--- src/hdl/lifo_preemptive_scheduler_core_macros.svh ---
// ----------------------------------------------------------------------------
// lifo preemptive scheduler assertion macros
// concurrent check wrappers, empty when SYNTHESIS is defined
// ----------------------------------------------------------------------------
`ifndef LIFO_PREEMPTIVE_SCHEDULER_CORE_MACROS_SVH
`define LIFO_PREEMPTIVE_SCHEDULER_CORE_MACROS_SVH

`ifndef SYNTHESIS

// same-cycle implication
`define LPS_ASSERT_IMPL(lbl, clk, rst, ante, cons, msg) \
   lbl: assert property (@(posedge clk) disable iff (rst) (ante) |-> (cons)) \
      else $error(msg);

// next-cycle implication
`define LPS_ASSERT_NEXT(lbl, clk, rst, ante, cons, msg) \
   lbl: assert property (@(posedge clk) disable iff (rst) (ante) |=> (cons)) \
      else $error(msg);

`else

`define LPS_ASSERT_IMPL(lbl, clk, rst, ante, cons, msg)
`define LPS_ASSERT_NEXT(lbl, clk, rst, ante, cons, msg)

`endif

`endif

--- src/hdl/lps_pkg.sv ---
// ----------------------------------------------------------------------------
// lifo preemptive scheduler package
// widths, codes and beat types shared by the scheduler modules
// ----------------------------------------------------------------------------
package lps_pkg;

   localparam int STACK_DEPTH   = 16;
   localparam int TIME_BITS     = 32;
   localparam int COUNT_BITS    = $clog2(STACK_DEPTH + 1);
   localparam int INDEX_BITS    = (STACK_DEPTH > 1) ? $clog2(STACK_DEPTH) : 1;
   localparam int ID_BITS       = 8;
   localparam int BURST_BITS    = 16;
   localparam int KIND_BITS     = 2;
   localparam int OUT_TIME_BITS = 32;

   typedef logic [TIME_BITS-1:0]  time_type;
   typedef logic [COUNT_BITS-1:0] count_type;
   typedef logic [INDEX_BITS-1:0] index_type;

   localparam logic MODE_ARRIVE = 1'b0;
   localparam logic MODE_TICK   = 1'b1;

   localparam logic [KIND_BITS-1:0] KIND_DONE = 2'd0;
   localparam logic [KIND_BITS-1:0] KIND_ZERO = 2'd1;
   localparam logic [KIND_BITS-1:0] KIND_DROP = 2'd2;

   localparam count_type FULL_COUNT = COUNT_BITS'(STACK_DEPTH);

   typedef struct packed {
      logic                  mode;
      logic [ID_BITS-1:0]    proc_id;
      logic [BURST_BITS-1:0] burst;
   } req_type;

   typedef struct packed {
      logic [KIND_BITS-1:0]     kind;
      logic [ID_BITS-1:0]       proc_id_res;
      logic [OUT_TIME_BITS-1:0] turnaround_time;
      logic [OUT_TIME_BITS-1:0] wait_ticks;
   } rsp_type;

   // base = arrival - 1, wbase = arrival - 1 + burst, so that
   // turnaround = now - base and waiting = now - wbase
   typedef struct packed {
      logic [ID_BITS-1:0]    proc_id;
      logic [BURST_BITS-1:0] remaining;
      time_type              base;
      time_type              wbase;
   } entry_type;

   typedef struct packed {
      logic      push;
      logic      pop;
      logic      dec;
      entry_type entry;
   } stack_op_type;

   typedef struct packed {
      count_type count;
      logic      empty;
      logic      full;
      entry_type top;
   } stack_status_type;

endpackage

--- src/hdl/lps_stack.sv ---
// ----------------------------------------------------------------------------
// lps job stack
// entry storage with push at the fill level and pop/decrement at the top
// ----------------------------------------------------------------------------
module lps_stack (
   input  logic                     clock,
   input  logic                     reset,
   input  lps_pkg::stack_op_type    op,
   output lps_pkg::stack_status_type status
);

   lps_pkg::entry_type entry_ff [lps_pkg::STACK_DEPTH];
   lps_pkg::count_type count_ff;
   lps_pkg::count_type count_in;
   lps_pkg::index_type push_idx;
   lps_pkg::index_type top_idx;

   assign push_idx = count_ff[lps_pkg::INDEX_BITS-1:0];
   assign top_idx  = lps_pkg::INDEX_BITS'(count_ff - lps_pkg::COUNT_BITS'(1));

   always_comb begin
      count_in = count_ff;
      if (op.push) begin
         count_in = count_ff + lps_pkg::COUNT_BITS'(1);
      end else if (op.pop) begin
         count_in = count_ff - lps_pkg::COUNT_BITS'(1);
      end
   end

   always_ff @(posedge clock) begin
      if (reset) begin
         count_ff <= '0;
      end else begin
         count_ff <= count_in;
      end
   end

   // entries carry no reset, only slots below the count are ever used
   always_ff @(posedge clock) begin
      if (op.push) begin
         entry_ff[push_idx] <= op.entry;
      end else if (op.dec) begin
         entry_ff[top_idx].remaining <=
            entry_ff[top_idx].remaining - lps_pkg::BURST_BITS'(1);
      end
   end

   assign status.count = count_ff;
   assign status.empty = (count_ff == '0);
   assign status.full  = (count_ff >= lps_pkg::FULL_COUNT);
   assign status.top   = entry_ff[top_idx];

endmodule

--- src/hdl/lps_sched.sv ---
// ----------------------------------------------------------------------------
// lps scheduling step
// decodes one registered beat against the stack top and registers the result
// ----------------------------------------------------------------------------
module lps_sched (
   input  logic                      clock,
   input  logic                      reset,
   input  logic                      item_valid,
   input  lps_pkg::req_type          item,
   input  lps_pkg::stack_status_type status,
   output lps_pkg::stack_op_type     op,
   output logic                      rsp_strobe,
   output lps_pkg::rsp_type          rsp_data
);

   lps_pkg::time_type tick_ff;
   lps_pkg::time_type tick_in;
   lps_pkg::time_type tick_last_ff;
   lps_pkg::time_type tick_last_in;
   logic              strobe_ff;
   logic              strobe_in;
   lps_pkg::rsp_type  rsp_ff;
   lps_pkg::rsp_type  rsp_in;
   lps_pkg::time_type tat;
   lps_pkg::time_type wt;

   assign tat = tick_ff - status.top.base;
   assign wt  = tick_ff - status.top.wbase;

   always_comb begin
      op                   = '0;
      op.entry.proc_id     = item.proc_id;
      op.entry.remaining   = item.burst;
      op.entry.base        = tick_last_ff;
      op.entry.wbase       = tick_last_ff + lps_pkg::TIME_BITS'(item.burst);
      tick_in              = tick_ff;
      tick_last_in         = tick_last_ff;
      strobe_in            = 1'b0;
      rsp_in               = '0;
      rsp_in.proc_id_res   = item.proc_id;
      if (item_valid) begin
         if (item.mode == lps_pkg::MODE_ARRIVE) begin
            if (item.burst == '0) begin
               strobe_in   = 1'b1;
               rsp_in.kind = lps_pkg::KIND_ZERO;
            end else if (status.full) begin
               strobe_in   = 1'b1;
               rsp_in.kind = lps_pkg::KIND_DROP;
            end else begin
               op.push = 1'b1;
            end
         end else begin
            tick_in      = tick_ff + lps_pkg::TIME_BITS'(1);
            tick_last_in = tick_ff;
            if (!status.empty) begin
               // stored jobs never hold zero, so one left means it ends now
               if (status.top.remaining == lps_pkg::BURST_BITS'(1)) begin
                  op.pop                 = 1'b1;
                  strobe_in              = 1'b1;
                  rsp_in.kind            = lps_pkg::KIND_DONE;
                  rsp_in.proc_id_res     = status.top.proc_id;
                  rsp_in.turnaround_time = lps_pkg::OUT_TIME_BITS'(tat);
                  rsp_in.wait_ticks      = lps_pkg::OUT_TIME_BITS'(wt);
               end else begin
                  op.dec = 1'b1;
               end
            end
         end
      end
   end

   always_ff @(posedge clock) begin
      if (reset) begin
         tick_ff      <= '0;
         tick_last_ff <= '1;
         strobe_ff    <= 1'b0;
      end else begin
         tick_ff      <= tick_in;
         tick_last_ff <= tick_last_in;
         strobe_ff    <= strobe_in;
      end
   end

   always_ff @(posedge clock) begin
      rsp_ff <= rsp_in;
   end

   assign rsp_strobe = strobe_ff;
   assign rsp_data   = rsp_ff;

endmodule

--- src/hdl/lifo_preemptive_scheduler_core.sv ---
// ----------------------------------------------------------------------------
// lifo preemptive scheduler core
// preemptive last-come-first-served job stack with turnaround reporting
// ----------------------------------------------------------------------------
// One beat is taken every clock: busy stays low, so start may be held high
// continuously. A beat goes through an input register and one step against
// the stack top, and any result shows on rsp_strobe/rsp_data from the first
// clock edge after the one that accepted it, for that single cycle only, so
// it is taken at the second edge: the receiver cannot stall and must capture
// it then. Arrivals and ticks each touch only the top of the job stack and
// the tick counter, which fixes the rate at one beat per clock. Stack
// entries have no reset; only the fill count is cleared.
`include "lifo_preemptive_scheduler_core_macros.svh"

module lifo_preemptive_scheduler_core (
   input  logic             clock,
   input  logic             reset,
   input  logic             start,
   output logic             busy,
   input  lps_pkg::req_type req_data,
   output logic             rsp_strobe,
   output lps_pkg::rsp_type rsp_data
);

   logic                      item_valid_ff;
   logic                      item_valid_in;
   lps_pkg::req_type          item_ff;
   lps_pkg::stack_op_type     op;
   lps_pkg::stack_status_type status;

   // every beat finishes in one step, nothing ever holds the input off
   assign busy          = 1'b0;
   assign item_valid_in = start && !busy;

   always_ff @(posedge clock) begin
      if (reset) begin
         item_valid_ff <= 1'b0;
      end else begin
         item_valid_ff <= item_valid_in;
      end
   end

   always_ff @(posedge clock) begin
      if (item_valid_in) begin
         item_ff <= req_data;
      end
   end

   lps_stack u_stack (
      .clock  (clock),
      .reset  (reset),
      .op     (op),
      .status (status)
   );

   lps_sched u_sched (
      .clock      (clock),
      .reset      (reset),
      .item_valid (item_valid_ff),
      .item       (item_ff),
      .status     (status),
      .op         (op),
      .rsp_strobe (rsp_strobe),
      .rsp_data   (rsp_data)
   );

   `LPS_ASSERT_IMPL(a_rsp_has_source, clock, reset, rsp_strobe,
      $past(item_valid_in, 2), "result beat without an accepted request")
   `LPS_ASSERT_IMPL(a_count_in_range, clock, reset, 1'b1,
      status.count <= lps_pkg::FULL_COUNT, "stack count beyond depth")
   `LPS_ASSERT_IMPL(a_done_pops, clock, reset,
      rsp_strobe && (rsp_data.kind == lps_pkg::KIND_DONE),
      (status.count + lps_pkg::COUNT_BITS'(1)) == $past(status.count),
      "completion without a pop")
   `LPS_ASSERT_IMPL(a_drop_when_full, clock, reset,
      rsp_strobe && (rsp_data.kind == lps_pkg::KIND_DROP),
      $past(status.full) && status.full, "drop reported while stack had room")
   `LPS_ASSERT_NEXT(a_no_op_when_idle, clock, reset, !item_valid_in,
      !(op.push || op.pop || op.dec), "stack changed without a beat")

endmodule

--- config.mk ---
export PLATFORM = sky130hd
export DESIGN_NAME = lifo_preemptive_scheduler_core
export DESIGN_NICKNAME = d
export VERILOG_FILES = /design/src/hdl/lps_pkg.sv /design/src/hdl/lps_stack.sv /design/src/hdl/lps_sched.sv /design/src/hdl/lifo_preemptive_scheduler_core.sv
export VERILOG_INCLUDE_DIRS = /design/src /design/src/hdl
export SDC_FILE = /design/constraint.sdc
export NUM_CORES = 2
export LEC_CHECK = 0
export BUFFER_PORTS_ARGS = -buffer_cell sky130_fd_sc_hd__buf_2
export CAP_MARGIN = 20
export CORE_UTILIZATION = 63
export CTS_BUF_LIST = sky130_fd_sc_hd__clkbuf_16
export CTS_CLUSTER_SIZE = 40
export DETAILED_ROUTE_END_ITERATION = 7
export PLACE_DENSITY = 0.8
export SLEW_MARGIN = 15
export SYNTH_ARGS = -nofsm -noshare
export SYNTH_HDL_FRONTEND = slang
export SYNTH_SLANG_ARGS = --single-unit
--- constraint.sdc ---
create_clock -name clock -period 12.6 [get_ports clock]
set_input_delay 1.26 -clock clock [delete_from_list [all_inputs] [get_ports clock]]
set_output_delay 1.26 -clock clock [all_outputs]
set_load 0.01 [all_outputs]
Word-level counts from Yosys, hierarchy flattened --
Memories as Yosys holds them, arrays and structs flattened. Index checks and enable logic that the tools add are counted.
Cells by class: add/subtract/negate cells 7, muxes and demuxes 29, magnitude comparators 1, bitwise logic cells 3, equal/unequal tests 1, reductions and logical operators 7
Operators with widths (number):
- two-way mux 72 bit | 3
- two-way mux 88 bit | 1
- OR reduction 88 bit | 1
- two-way mux 74 bit | 1
- subtractor 32 bit | 2
- adder 32 x 1 -> 32 bit, second input constant | 1
- adder 32 x 16 -> 32 bit | 1
- equality test 16 x 1 -> 1 bit, second input constant | 1
- zero test 16 bit | 1
- subtractor 16 x 1 -> 16 bit, second input constant | 1
- two-way mux 1 bit | 14
- two-way mux 2 bit | 6
- two-way mux 5 bit | 2
- adder 5 x 1 -> 5 bit, second input constant | 1
- greater-or-equal comparator 5 bit, second input constant | 1
- zero test 5 bit | 1
- subtractor 5 x 1 -> 5 bit, second input constant | 1
- two-way mux 4 bit | 1
- OR reduction 4 bit | 1
- two-way mux 3 bit | 1
- inverter 1 bit | 3
- AND reduction 2 bit | 1
- nonzero test 2 bit | 1
- OR reduction 2 bit | 1
Word-level totals: register bits after elaboration 170, bits of input ports 28, RAM bits 1408, word-level logic and storage cells 61, memories 1, output and inout port bits 76
Memory list:
- u_stack.entry_ff | depth 16, bits a word 88, read ports 1, clocked after Yosys merged registers in 0, write ports 1, RTL line lps_stack.sv:12 | lps_pkg::entry_type entry_ff [lps_pkg::STACK_DEPTH];

Depth between registers and ports, before layout --
An unclocked memory read counts as a cell.
word-level depth 12, depth in mapped cells 31, gate-level depth less buffers 16

Cells and area by module --
Synthesis repeated with hierarchy kept, for this count alone.
Unflattened totals: cell total of the unflattened synthesis 3483, area total of the unflattened synthesis 64659.5 um2
By module, submodules not included:
- lps_stack | instances 1, area each 54404.7 um2, cells an instance 2236
- lps_sched | instances 1, area each 9459.1 um2, cells an instance 1218
- lifo_preemptive_scheduler_core | instances 1, area each 795.8 um2, cells an instance 29

Least setup slack after synthesis --
No wires, ideal clock.
path type register -> register, start point register u_stack.count_ff[0], end point memory u_stack.entry_ff[5][0] (netlist name) (enable), slack 1.307 ns, buffers on the path 13, arrival time 10.703 ns, cell stages (with the launch flop) 28, required time 12.010 ns, cells stage by stage dfxtp_1 > clkbuf_1 > buf_6 > buf_6 > buf_4 > buf_6 > buf_4 > buf_2 > buf_2 > inv_1 > ha_1 > buf_2 > buf_2 > buf_1 > buf_2 > mux4_2 > mux4_2 > inv_1 > ha_1 > nor3b_1 > a2bb2oi_1 > nor4_2 > a41oi_4 > and2_1 > buf_6 > nand2_2 > mux2i_1 > nor3_1
Between the ends: longest elaborated chain between the ends 12, elaborated cells on any way between the ends 20, classes of those cells 1 x add/sub; 1 x order compare; 1 x eq/ne; 14 x mux; 2 x reduce/logical; 1 x memory
Ends and longest elaborated chain:
- start, declared | RTL line lps_stack.sv:13 | lps_pkg::count_type count_ff;
- start signal, assigned | RTL line lps_stack.sv:34 | count_ff <= count_in;
- subtractor 5 x 1 -> 5 bit
- memory (16 x 88 bit)
- equality test 16 x 1 -> 1 bit | RTL line lps_sched.sv:57 | if (status.top.remaining == lps_pkg::BURST_BITS'(1)) begin
- two-way mux 1 bit | RTL line lps_sched.sv:57
- two-way mux 2 bit | RTL line lps_sched.sv:55 | if (!status.empty) begin
- two-way mux 2 bit | RTL line lps_sched.sv:42 | if (item.mode == lps_pkg::MODE_ARRIVE) begin
- two-way mux 3 bit | RTL line lps_sched.sv:41 | if (item_valid) begin
- two-way mux 1 bit | RTL line lps_stack.sv:42 | end else if (op.dec) begin
- two-way mux 1 bit | RTL line lps_stack.sv:40 | if (op.push) begin
- two-way mux 1 bit (not written as such) | RTL line lps_stack.sv:43 | entry_ff[top_idx].remaining <=
- OR reduction 88 bit (no source line)
- two-way mux 4 bit (no source line) or two-way mux 2 bit (tied branches)
- end, declared | RTL line lps_stack.sv:12
Parallel ways exist; a longest one is shown, timed or not.

Worst setup path after layout --
start point register u_stack.count_ff[0], end point memory u_stack.entry_ff[3][33] (netlist name) (enable)
Same word-level chain as after synthesis.

==> run metrics <==
Setup Viol. Count Final=0; PortBufs=102; vias in the first global route=35600; CTS tree=yes; layout cells sized above 1=0.233; GR Overflow Total=0; # DRC=0; Post-Route WL=164 mm; Longest Clk Path Bufs=3; Detail Route Antenna Nets=0; CP required=12.97 ns; routed vias=35500; EDFF count, synth=1433; Max Cap Viol=0; Startpoint Class=register; max_slew headroom=0.240; gpl congestion=0.929; yosys warns=0; Clock Skews=0.0408 ns; Seq/Total Area, Yosys=0.715; GRT Total Usage=0.323; setup ws final=5.11 ns; post-layout minimum cycle time=7.49 ns; Mapped Avg Cell Area=18.7 um2; RSZ-0062 raised after global routing=false; ys async rst share=0; area of the core=101000 um2; total chip power=11300 uW; Root Driver=clkbuf_16; Starting Density=0.639; PD cells=158 nW/um2; CTS-repair resized insts=0; Synth Register Bits=1578; die area=103000 um2; Leak=0.0236 uW; CTS Hold Bufs=0; Die W=321 um; H-tree depth=4; vias per std cell=6.95; largest net degree at the start of global routing=171; Layout area overhead=11.2%; Worst-Margin Slew=1.14 ns; Crit path arrival time=7.86 ns; crit path capture type=register; Clk pin slew, worst setup/hold paths=0.06 ns; Synth Net Count=3549; Cells after Synth=3435; # rows=116; Die Ht=321 um; IO Pins=104; CP Class=register to register; Synth Flop Type=edfxtp_1; Worst-Skew Late Latency=0.78 ns; outcome=completed; Tcrit/Tclk final=0.595; Sink Count=1578; first-pass GRT wire length=238 mm; R2R setup slack=5.11 ns; Max VDD drop=140 uV; post-DP HPWL=91.5 mm; Diodes inserted=0; CP Max Fanout=170; worst hold path type=register to register; setup TNS=0 ns; postcts setup bufs=0; initial antenna violation count=8; Pre-antenna DRT Iters=6; Pins Over Slew Limit=0; number of buffers created by CTS=152; Final #Nets=3748; dpl ws=5.18 ns; Hold Fails Final Rpt=0; Peak Freq=0.133 GHz; WL/cell=32.0 um; Yosys cell types=72; Syn Std Cell Area=64200 um2; DRT iter0 DRCs=5222; fillers=5730
cells in the final DEF, fill, tap and decap left out, types with 86 or more instances in the layout:
master	synthesis	layout
clkbuf_16	0	156
nor2_1	178	175
edfxtp_1	1433	1433
dfxtp_1	145	144
buf_4	7	86
mux4_2	431	431
nand2_1	163	163
a21oi_1	86	86
inv_1	94	138
buf_2	29	106
power breakdown:
group / total [uW] / internal, uW / switching [uW]
Sequential: 5930 / 5890 / 37.1
Combinational: 1000 / 367 / 635
Clock: 4370 / 2420 / 1950
worst paths after layout:
kind,start,cells past startpoint,to
min reg2reg,item_ff[18]$_DFFE_PP_,1,u_sched.rsp_data[66]$_DFF_P_
max reg2reg,u_stack.count_ff[0]$_SDFFE_PP0P_,15,u_stack.entry_ff[3][33]$_DFFE_PP_
max,u_stack.count_ff[0]$_SDFFE_PP0P_,15,u_stack.entry_ff[3][33]$_DFFE_PP_
min,item_ff[18]$_DFFE_PP_,1,u_sched.rsp_data[66]$_DFF_P_
worst max-delay path, cell delays in order (launching register included):
cell	delay (ns)
dfxtp_4	0.69
inv_1	0.22
ha_4	0.85
buf_12	0.78
mux4_2	0.43
mux4_2	0.57
ha_1	0.24
nor3b_1	0.14
a2bb2oi_1	0.22
nor4_2	0.11
a41oi_4	0.34
and2_1	0.21
a31oi_1	0.09
and2_1	0.26
nor2_4	0.83
buf_4	0.91
final cells by class:
class	instances	area, um2	area share
sequential	1578	45900	0.643
tap	1357	1700	0.0238
timing repair buffer	196	1270	0.0178
multi-input combinational	1612	17400	0.244
inverter	94	353	0.00494
clock inverter	117	851	0.0119
clock buffer	156	3900	0.0546
per-stage QoR:
step	instance area [um2]	util	cells	hold WS, ns
CTS	71300	0.709	5101	0.506
floorplan	64200	-	3435	0.450
global route	71400	0.710	5110	0.522
global placement	66500	0.661	4823	0.468
detailed placement	66600	0.662	4828	0.485
finish	71400	0.710	5110	0.508
synthesized netlist by cell type, drive strengths merged (3+ instances only):
master | n | area, um2
a211o | 7 | 61.3
nand3 | 42 | 210
or2 | 3 | 18.8
and4 | 8 | 70.1
a41oi | 5 | 62.6
xor2 | 46 | 403
edfxtp | 1433 | 43000
a21oi | 87 | 439
and3b | 4 | 35.0
o21a | 7 | 52.6
nand2b | 19 | 119
mux4 | 431 | 9710
or3 | 12 | 75.1
nor2 | 178 | 668
nor3b | 12 | 110
nand3b | 31 | 233
nor2b | 16 | 100
nor3 | 55 | 275
o21ai | 69 | 345
o21bai | 18 | 135
mux2 | 9 | 101
nand4 | 16 | 106
clkbuf | 81 | 304
and2 | 56 | 350
inv | 94 | 353
dfxtp | 145 | 2900
a211oi | 15 | 113
nor4 | 12 | 81.3
buf | 70 | 355
nand2 | 165 | 624
xnor2 | 60 | 526
a31o | 4 | 35.0
mux2i | 19 | 190
o31a | 8 | 70.1
a31oi | 12 | 90.1
ha | 83 | 1040
and3 | 31 | 194
a21o | 33 | 248
a21boi | 8 | 67.6
a2111oi | 3 | 47.6
fa | 3 | 60.1
registers in the layout, summed over array words and instances, names as in the netlist:
register,flops
u_stack.entry_ff,1408
u_sched.rsp_data,74
u_sched.tick_ff,32
u_sched.tick_last_ff,32
item_ff,25
u_stack.count_ff,5
item_valid_ff,1
u_sched.rsp_strobe,1
routing by layer:
metal	up-vias	share of wire	GRT usage
met5	-	0.00056	0
li1	14200	-	-
met2	2664	0.48	0.505
met3	455	0.12	0.0777
met4	14	0.038	0.127
met1	18200	0.36	0.447
cells by family (layout without fill, tap and decap cells):
group	after synthesis	in the layout	synth area share
AND/OR/NAND/NOR	660	660	0.0509
XOR/XNOR	106	106	0.0145
multiplexers	459	459	0.156
flip-flops	1578	1578	0.715
other	1	1	0.0000584
adder cells (fa/ha/maj)	86	86	0.0171
buffers and inverters	245	563	0.0158
AO/OA/AOI/OAI	300	300	0.0309
(Power assumes the default switching activity.)
